### src/rtl/ptht_pkg.sv
// Shared types, constants and arithmetic helpers for the pose-to-transform block.
`timescale 1ns / 1ps
package ptht_pkg;

   localparam int CORDIC_ITERS = 16;
   localparam int XY_W = 34;
   localparam int Z_W = 33;
   localparam int POS_W = 32;
   localparam int TRIG_W = 32;
   localparam int OUT_W = 16;
   localparam logic signed [XY_W-1:0] CORDIC_GAIN = 34'sd652032874;

   localparam logic signed [Z_W-1:0] ATAN_TAB [CORDIC_ITERS] = '{
      33'sh020000000, 33'sh012E4051E, 33'sh009FB385B, 33'sh0051111D4,
      33'sh0028B0D43, 33'sh00145D7E1, 33'sh000A2F61E, 33'sh000517C55,
      33'sh00028BE53, 33'sh000145F2F, 33'sh0000A2F98, 33'sh0000517CC,
      33'sh000028BE6, 33'sh0000145F3, 33'sh00000A2FA, 33'sh00000517D
   };

   typedef struct packed {
      logic signed [XY_W-1:0] x;
      logic signed [XY_W-1:0] y;
      logic signed [Z_W-1:0]  z;
      logic [1:0]             quad;
   } axis_type;

   // One transaction moving down the CORDIC chain: roll, pitch, yaw and translation.
   typedef struct packed {
      logic                     valid;
      axis_type [2:0]           axes;
      logic signed [POS_W-1:0]  tx;
      logic signed [POS_W-1:0]  ty;
      logic signed [POS_W-1:0]  tz;
   } stage_type;

   localparam int AX_ROLL = 0;
   localparam int AX_PITCH = 1;
   localparam int AX_YAW = 2;

   typedef struct packed {
      logic                    valid;
      logic [8:0][OUT_W-1:0]   rot;
      logic signed [POS_W-1:0] tx;
      logic signed [POS_W-1:0] ty;
      logic signed [POS_W-1:0] tz;
   } result_type;

   // Splits a 32-bit binary angle into a quarter-turn count and a residual.
   function automatic axis_type prep_axis(input logic [31:0] a);
      axis_type   r;
      logic [31:0] sum;
      logic [31:0] res;
      sum = a + 32'h2000_0000;
      r.quad = sum[31:30];
      res = a - {sum[31:30], 30'd0};
      r.z = Z_W'(signed'(res));
      r.x = CORDIC_GAIN;
      r.y = '0;
      return r;
   endfunction

   // Q30 by Q30 product rounded back to Q30.
   function automatic logic signed [XY_W-1:0] qmul(input logic signed [TRIG_W-1:0] a,
                                                   input logic signed [TRIG_W-1:0] b);
      logic signed [63:0] p;
      p = 64'(a) * 64'(b) + 64'sd536870912;
      return p[63:30];
   endfunction

endpackage

### src/rtl/ptht_cordic_cell.sv
// One CORDIC iteration for all three angles, with a register on its output.
`timescale 1ns / 1ps
module ptht_cordic_cell #(
   parameter int SHIFT = 0
) (
   input  logic                clock,
   input  logic                reset,
   input  logic                en,
   input  ptht_pkg::stage_type stage_in,
   output ptht_pkg::stage_type stage_out
);
   import ptht_pkg::*;

   stage_type stage_ff, stage_next_in;

   always_comb begin
      stage_next_in = stage_in;
      for (int k = 0; k < 3; k++) begin
         if (stage_in.axes[k].z >= 0) begin
            stage_next_in.axes[k].x = stage_in.axes[k].x - (stage_in.axes[k].y >>> SHIFT);
            stage_next_in.axes[k].y = stage_in.axes[k].y + (stage_in.axes[k].x >>> SHIFT);
            stage_next_in.axes[k].z = stage_in.axes[k].z - ATAN_TAB[SHIFT];
         end else begin
            stage_next_in.axes[k].x = stage_in.axes[k].x + (stage_in.axes[k].y >>> SHIFT);
            stage_next_in.axes[k].y = stage_in.axes[k].y - (stage_in.axes[k].x >>> SHIFT);
            stage_next_in.axes[k].z = stage_in.axes[k].z + ATAN_TAB[SHIFT];
         end
      end
   end

   always_ff @(posedge clock) begin
      if (reset) begin
         stage_ff.valid <= 1'b0;
      end else if (en) begin
         stage_ff <= stage_next_in;
      end
   end

   assign stage_out = stage_ff;
endmodule

### config.mk
export PLATFORM = sky130hd
export DESIGN_NAME = ptht_cordic_cell
export DESIGN_NICKNAME = d
export VERILOG_FILES = /design/src/rtl/ptht_pkg.sv /design/src/rtl/ptht_cordic_cell.sv
export SDC_FILE = /design/constraint.sdc
export NUM_CORES = 1
export LEC_CHECK = 0
export BUFFER_PORTS_ARGS = -buffer_cell sky130_fd_sc_hd__buf_2
export CORE_AREA = 2 2 319 321
export DETAILED_ROUTE_END_ITERATION = 8
export DIE_AREA = 0 0 321 323
export SETUP_SLACK_MARGIN = 0.4
export SYNTH_ARGS = -nofsm -noshare
export SYNTH_HDL_FRONTEND = slang
export SYNTH_SLANG_ARGS = --single-unit
### constraint.sdc
create_clock -name clock -period 33.9 [get_ports clock]
set_input_delay 6.78 -clock clock [delete_from_list [all_inputs] [get_ports clock]]
set_output_delay 6.78 -clock clock [all_outputs]
set_load 0.005 [all_outputs]
* Yosys cells after proc, flatten, opt, wreduce, memory -nomap -nowiden
Index checks and enable logic that the tools add are counted.
Cells by class: $add $sub $neg 15, shift-type cells 0, multipliers 0, eq/ne operators 0, mux-type cells 3, div/mod/pow operators 0, bitwise operators 1, reductions and logical operators 1, $lt $le $gt $ge 3
Operator list (count):
- two-way mux 101 bit | 3
- subtractor 34 bit | 6
- adder 34 bit | 3
- adder 33 x 31 -> 33 bit (second input constant) | 3
- greater-or-equal comparator 33 x 1 -> 1 bit (second input constant) | 3
- subtractor 33 x 31 -> 33 bit (second input constant) | 3
- AND reduction 2 bit | 1
- NOT 1 bit | 1
Word-level totals: latch bits 0, memories kept 0, output and inout bits 406, bits in registers 406, bits of input ports 409, bits in writable memories 0, ROM bits 0

* Logic depth before layout (Yosys ltp)
Gate-level depths: netlist (run 1).
depth in word-level cells 2, gate-level depth with buffers 13, gate-level depth less buffers 12

* Worst setup path before layout (run 1)
Ideal clock, no wire load.
path type input -> register, from in reset, to reg stage_ff (netlist bit stage_out[0]) (enable), stages on the path 1, setup time 1.230 ns, setup slack 8.140 ns, data arrival time 24.530 ns, path through nor2b_1
On the way: cells in the longest elaborated chain, start to end 2
RTL lines:
- start: declaration | RTL line ptht_cordic_cell.sv:7 | input logic reset,
- NOT 1 bit (no line)
- AND reduction 2 bit (no line)
- end signal: assignment | RTL line ptht_cordic_cell.sv:35 | stage_ff <= stage_next_in;
- end: declaration | RTL line ptht_cordic_cell.sv:14 | stage_type stage_ff, stage_next_in;
No other way between the ends. A chain may end at the register's enable or synchronous reset.

==> metrics.cfg, run 1 <==
[run_status]
status=complete, no violations

[synthesis]
synthFlopType=edfxtp_1
yosys-top-cells-count=edfxtp_1 (402), a21oi_1 (349), ha_1 (306), inv_1 (302), nor2_1 (224)
synthTopCellsByArea=edfxtp_1 (41%), ha_1 (13%), a21oi_1 (5.9%)
synth_edf_count=402
syn_inst=3080
async_flop_share_pct=0
netlist-cell-type-count=94
synth_most_common_cell=edfxtp_1
syn_avg_cell_area_sq_um=9.66
synthesis.nets=3807
synth_top_area_cell=edfxtp_1
yosys_warnings=0
ys_ff_latch=403
syn-cell-area_sq_um=29700
synth_top_area_share_pct=40.6
yosysSeqAreaShare_pct=40.7

[die]
core_area_sq_um=101000
start_util_pct=29.5
die_h_um=323
num_io_pins=815
row_count=117
dieArea_sq_um=104000
chipWidth_um=321

[sta]
setup_viol=0
worst_pin_slew_ns=1.13
period_share_pct=29.0
drv_slew=0
post-route-min-period_ns=9.82
rsz0062_at_grt=no
fmax_ghz=0.102
tns_ns=0
relSlewSlack_pct=24.6
fin_skew_ns=0
hold_violations=0

[place]
port_buffers=814
place.gp.congestion=0.933
place_hpwl_mm=97.1
post_dp_cell_area_sq_um=35000

[setup_path]
cp_max_fo=5
endpoint_kind=flip-flop
crit_type=in -> reg
cp_data_required_time_ns=34.27
worstPathArrival_ns=10.19
worstSetupStartpointType=primary input

[clock_network]
clk-insertion-delay-late_ns=0.63
clk_path_buf_depth=3
cts_tree=yes
ctsRootBufferMaster=clkbuf_16
cts_buffers=49
hold_buffers=0
htreeDepth=2
clk_pin_slew_worst_paths_ns=0.06
post_cts_buffers=0
clock-sinks=403
ctsResizeCount=0

[route]
totalWireLength_mm=120
routedWlPerCell_um=23.2
drtIter0Drc=2635
first_pass_iters=6
antenna_left=0
drt-vias-per-instance=5.28
drc=0
dr_total_vias=27368

[global_route]
track_usage_pct=21.9
overflow=0
grt_pass1_wl_mm=171
grt_max_degree=89
grt_pass1_vias=25707
antenna_found_initial=37

[finish]
largest_reg_flops=403
nets=4552
drive_above_1_share_pct=25.1
final_cell_area_sq_um=36600
final_util_pct=36.3
syn_to_final_growth_pct=23.0

[power_and_ir_drop]
ir_worst_vdd_v=0.0000359
power.density_nw_per_um2=44.5
p_int_mw=1.08
pwr-share-comb_pct=28.8
swShare_pct=33.7
p_seq_share_pct=38.8
total_switching_power_uw=548
clock_power_share_pct=32.4
p_leak_nw=16.0

[min_path]
hold_class=reg -> reg

[job]
cap_violations=0

metal layers:
layer | vias up | global-route usage (%) | wire length, um
met4 | 22 | 6.96 | 3790
met3 | 208 | 5.06 | 10700
met2 | 1388 | 34.9 | 54600
met1 | 13129 | 29.5 | 51100
met5 | - | 0 | 153
li1 | 12621 | - | -
per-stage QoR:
step                cells  worst slack (ns)  hold slack (ns)  total power [mW]
finish               5185             24.08            0.503              1.63
global route         5182             23.98            0.557              1.71
CTS                  5175             24.25            0.510              1.64
detailed placement   5083             23.56            0.496              1.10
global placement     5083             23.59            0.485              1.10
floorplan            3080              8.14            0.485             0.921
layout by cell type, fill, tap and decap left out, types with 11 or more instances in the layout:
cell type    n
a211o_1     13
a211oi_1    30
a21o_1      85
a21oi_1    349
a31oi_1     31
buf_2      814
buf_4       13
clkbuf_16   49
clkinv_1    23
edfxtp_1   402
fa_1        12
ha_1       306
inv_1      302
inv_2       15
mux2i_1     43
nand2_1    137
nand2b_1    32
nand3_1     42
nand4_1     32
nor2_1     224
nor2b_1     30
nor3_1      59
nor4_1      22
o2111ai_1   13
o211ai_1    18
o21a_1      28
o21ai_0    157
o21ai_1     35
o21bai_1    68
o221ai_1    11
o22ai_1     12
o31ai_1     23
or2_2       13
or3_1       13
xnor2_1    176
xor2_1      23
cell type report:
class,count,area (sq um)
fill,10399,64100
multi-input combinational,2217,15900
sequential,403,12100
timing repair buffer,827,4170
tap,1309,1640
clock buffer,55,1250
inverter,327,1230
clock inverter,37,323
antenna,10,25.0
worst max-delay path, cell delays in order:
cell      delay [ns]
buf_2           0.16
inv_1           0.10
ha_1            0.32
nor2b_1         0.22
o311ai_1        0.14
o41ai_1         0.58
o31ai_1         0.30
nor4_1          0.71
o22ai_1         0.31
o31ai_1         0.28
a211oi_1        0.12
xor2_1          0.17
path summary, 6_finish.rpt:
kind,slack [ns],from,to,cells past startpoint
worst min register to register,0.50,stage_out[405],stage_out[405],2
worst max register to register,33.32,stage_out[405],stage_out[405],2
worst min-delay path,0.50,stage_out[405],stage_out[405],2
worst max-delay path,24.08,stage_in[235],stage_out[265],12
power groups by stage:
| stage | combinational, mW | sequential [mW] | clock (mW) |
|---|---|---|---|
| 2_1_floorplan | 0.267 | 0.654 | 0 |
| 3_3_place_gp | 0.459 | 0.642 | 0 |
| 3_5_place_dp | 0.459 | 0.643 | 0 |
| 4_1_cts | 0.462 | 0.633 | 0.548 |
| 5_1_grt | 0.508 | 0.636 | 0.564 |
| 6_report | 0.469 | 0.632 | 0.528 |
logic make-up (layout without fill, tap and decap cells):
kind of cell	Yosys count	count (layout)	share of synthesized area, %
xor+xnor	199	199	5.86
other cells	0	10	0
simple gates	653	653	10.5
mux	43	43	1.45
flops	403	403	40.7
compound gates	1004	1004	21.9
fa+ha+maj	318	318	13.7
buf+inv	460	1246	6.02
(Power assumes the default switching activity.)
==> run 2: changes to the inputs <==
==> constraint.sdc (replaced) <==
create_clock -name clock -period 9.8 [get_ports clock]
set_input_delay 1.96 -clock clock [delete_from_list [all_inputs] [get_ports clock]]
set_output_delay 1.96 -clock clock [all_outputs]
set_load 0.005 [all_outputs]
==> metrics.cfg, run 2 (synthesis results as in run 1) <==
[clock_network]
ctsResizeCount=0
hold_buffers=0
clk_path_buf_depth=3
clock-sinks=403
cts_tree=yes
post_cts_buffers=0
htreeDepth=2
clk-insertion-delay-late_ns=0.65
ctsRootBufferMaster=clkbuf_16
cts_buffers=51
clk_pin_slew_worst_paths_ns=0.06

[sta]
setup_ws_ns=4.81
post-route-min-period_ns=4.99
fmax_ghz=0.201
drv_slew=0
fin_skew_ns=0
relSlewSlack_pct=29.1
hold_violations=0
period_share_pct=50.9
hold_slack_ns=0.545
worst_pin_slew_ns=1.05
setup_viol=0
rsz0062_at_grt=no
tns_ns=0

[finish]
final_util_pct=36.5
largest_reg_flops=403
fill_cells=10445
final-seq-area_sq_um=12100
drive_above_1_share_pct=25.2
layout_common_cells=buf_2 (814), edfxtp_1 (402), a21oi_1 (349)
layout_commonest_cell=buf_2
multiInputGateArea_sq_um=15900
syn_to_final_growth_pct=23.5
nets=4553

[run_status]
status=complete, no violations

[global_route]
grt_pass1_wl_mm=171
antenna_found_initial=32
overflow=0
grt.met3_usage_pct=4.90
track_usage_pct=21.9
grt_max_degree=131
grt_pass1_vias=25824
use_met1_pct=29.4
use_met2_pct=35.4
gr-max-usage-layer=met2

[min_path]
hold_path.startpoint=stage_out[405]
whs_path_depth=2
hold_class=reg -> reg

[job]
cap_violations=0

[setup_path]
endpoint_kind=flip-flop
slowest_stage=ha_1
cp_data_required_time_ns=10.21
max_stage_delay_ns=0.55
worstSetupStartpointType=primary input
critical_path_buf_inv_count=2
crit_family=compound AO/OA/AOI/OAI gates
path_depth=12
worstPathArrival_ns=5.39
crit_chain=buf_2 -> inv_1 -> ha_1 -> nand2_1 -> o21a_1 -> a41oi_1 -> a311oi_1 -> o31ai_1 -> a31oi_1 -> nand2b_1 -> a31oi_1 -> xor2_1
r2r_start=stage_out[405]
crit_start=stage_in[344]
cp_max_fo=11
reg2reg_depth=2
crit_top_cell=a31oi_1
crit_type=in -> reg

[die]
row_count=117
chipWidth_um=321
die_h_um=323
dieArea_sq_um=104000
core_area_sq_um=101000
start_util_pct=29.5
num_io_pins=815

[place]
port_buffers=814
pre_cts_slack_ns=4.27
place_hpwl_mm=97.4
place.gp.congestion=0.970

[power_and_ir_drop]
p_leak_nw=16.1
power.density_nw_per_um2=156
ir_worst_vdd_v=0.000127

[route]
drt-vias-per-instance=5.24
first_pass_iters=8
antenna_left=0
drtIter0Drc=2632
dr_total_vias=27202
totalWireLength_mm=120
drc=0
routedWlPerCell_um=23.2

[run 2: cell count changes in the layout (fill, tap and decap cells not counted), sizes merged]
cell / previous run / this run
clkinvlp: 3 / 4
clkbuf: 55 / 58
inv: 323 / 322
buf: 827 / 826
bufinv: 3 / 4
clkinv: 35 / 34
[run 2: routing by layer]
metal | vias up | part of all wire (%)
li1 | 12634 | -
met1 | 13099 | 43
met2 | 1246 | 46
met3 | 199 | 8.3
met4 | 24 | 2.7
met5 | - | 0.13
[run 2: final timing paths]
| path | endpoint | slack, ns |
|---|---|---|
| setup / recovery | stage_out[403] | 4.81 |
| hold / removal | stage_out[405] | 0.54 |
| setup reg to reg | stage_out[405] | 9.20 |
| hold reg to reg | stage_out[405] | 0.54 |
[run 2: worst register-to-register path: stages (launching register included)]
cell	delay (ns)
dfxtp_1	0.33
mux2i_1	0.12
nor2_1	0.05
[run 2: final cells by class]
class / instances / share of cell area (%)
Multi-Input combinational cell: 2217 / 43.2
Inverter: 327 / 3.34
Clock buffer: 58 / 3.57
Sequential cell: 403 / 32.9
Tap cell: 1309 / 4.46
Clock inverter: 37 / 1.06
Timing Repair Buffer: 826 / 11.4
Antenna cell: 10 / 0.0681
[run 2: stage by stage]
step	std cells	instance area (sq um)	power (mW)
floorplan	3080	29800	3.15
global route	5186	36700	5.98
finish	5187	36700	5.72
detailed placement	5082	35000	3.81
CTS	5177	36700	5.77
global placement	5082	35000	3.82
[run 2: report_power, final]
group          internal, mW  switching (mW)  total (mW)
logic                 0.606            1.01        1.62
registers              2.12          0.0653        2.19
clock network          1.08           0.828        1.91
total                  3.81            1.90        5.72
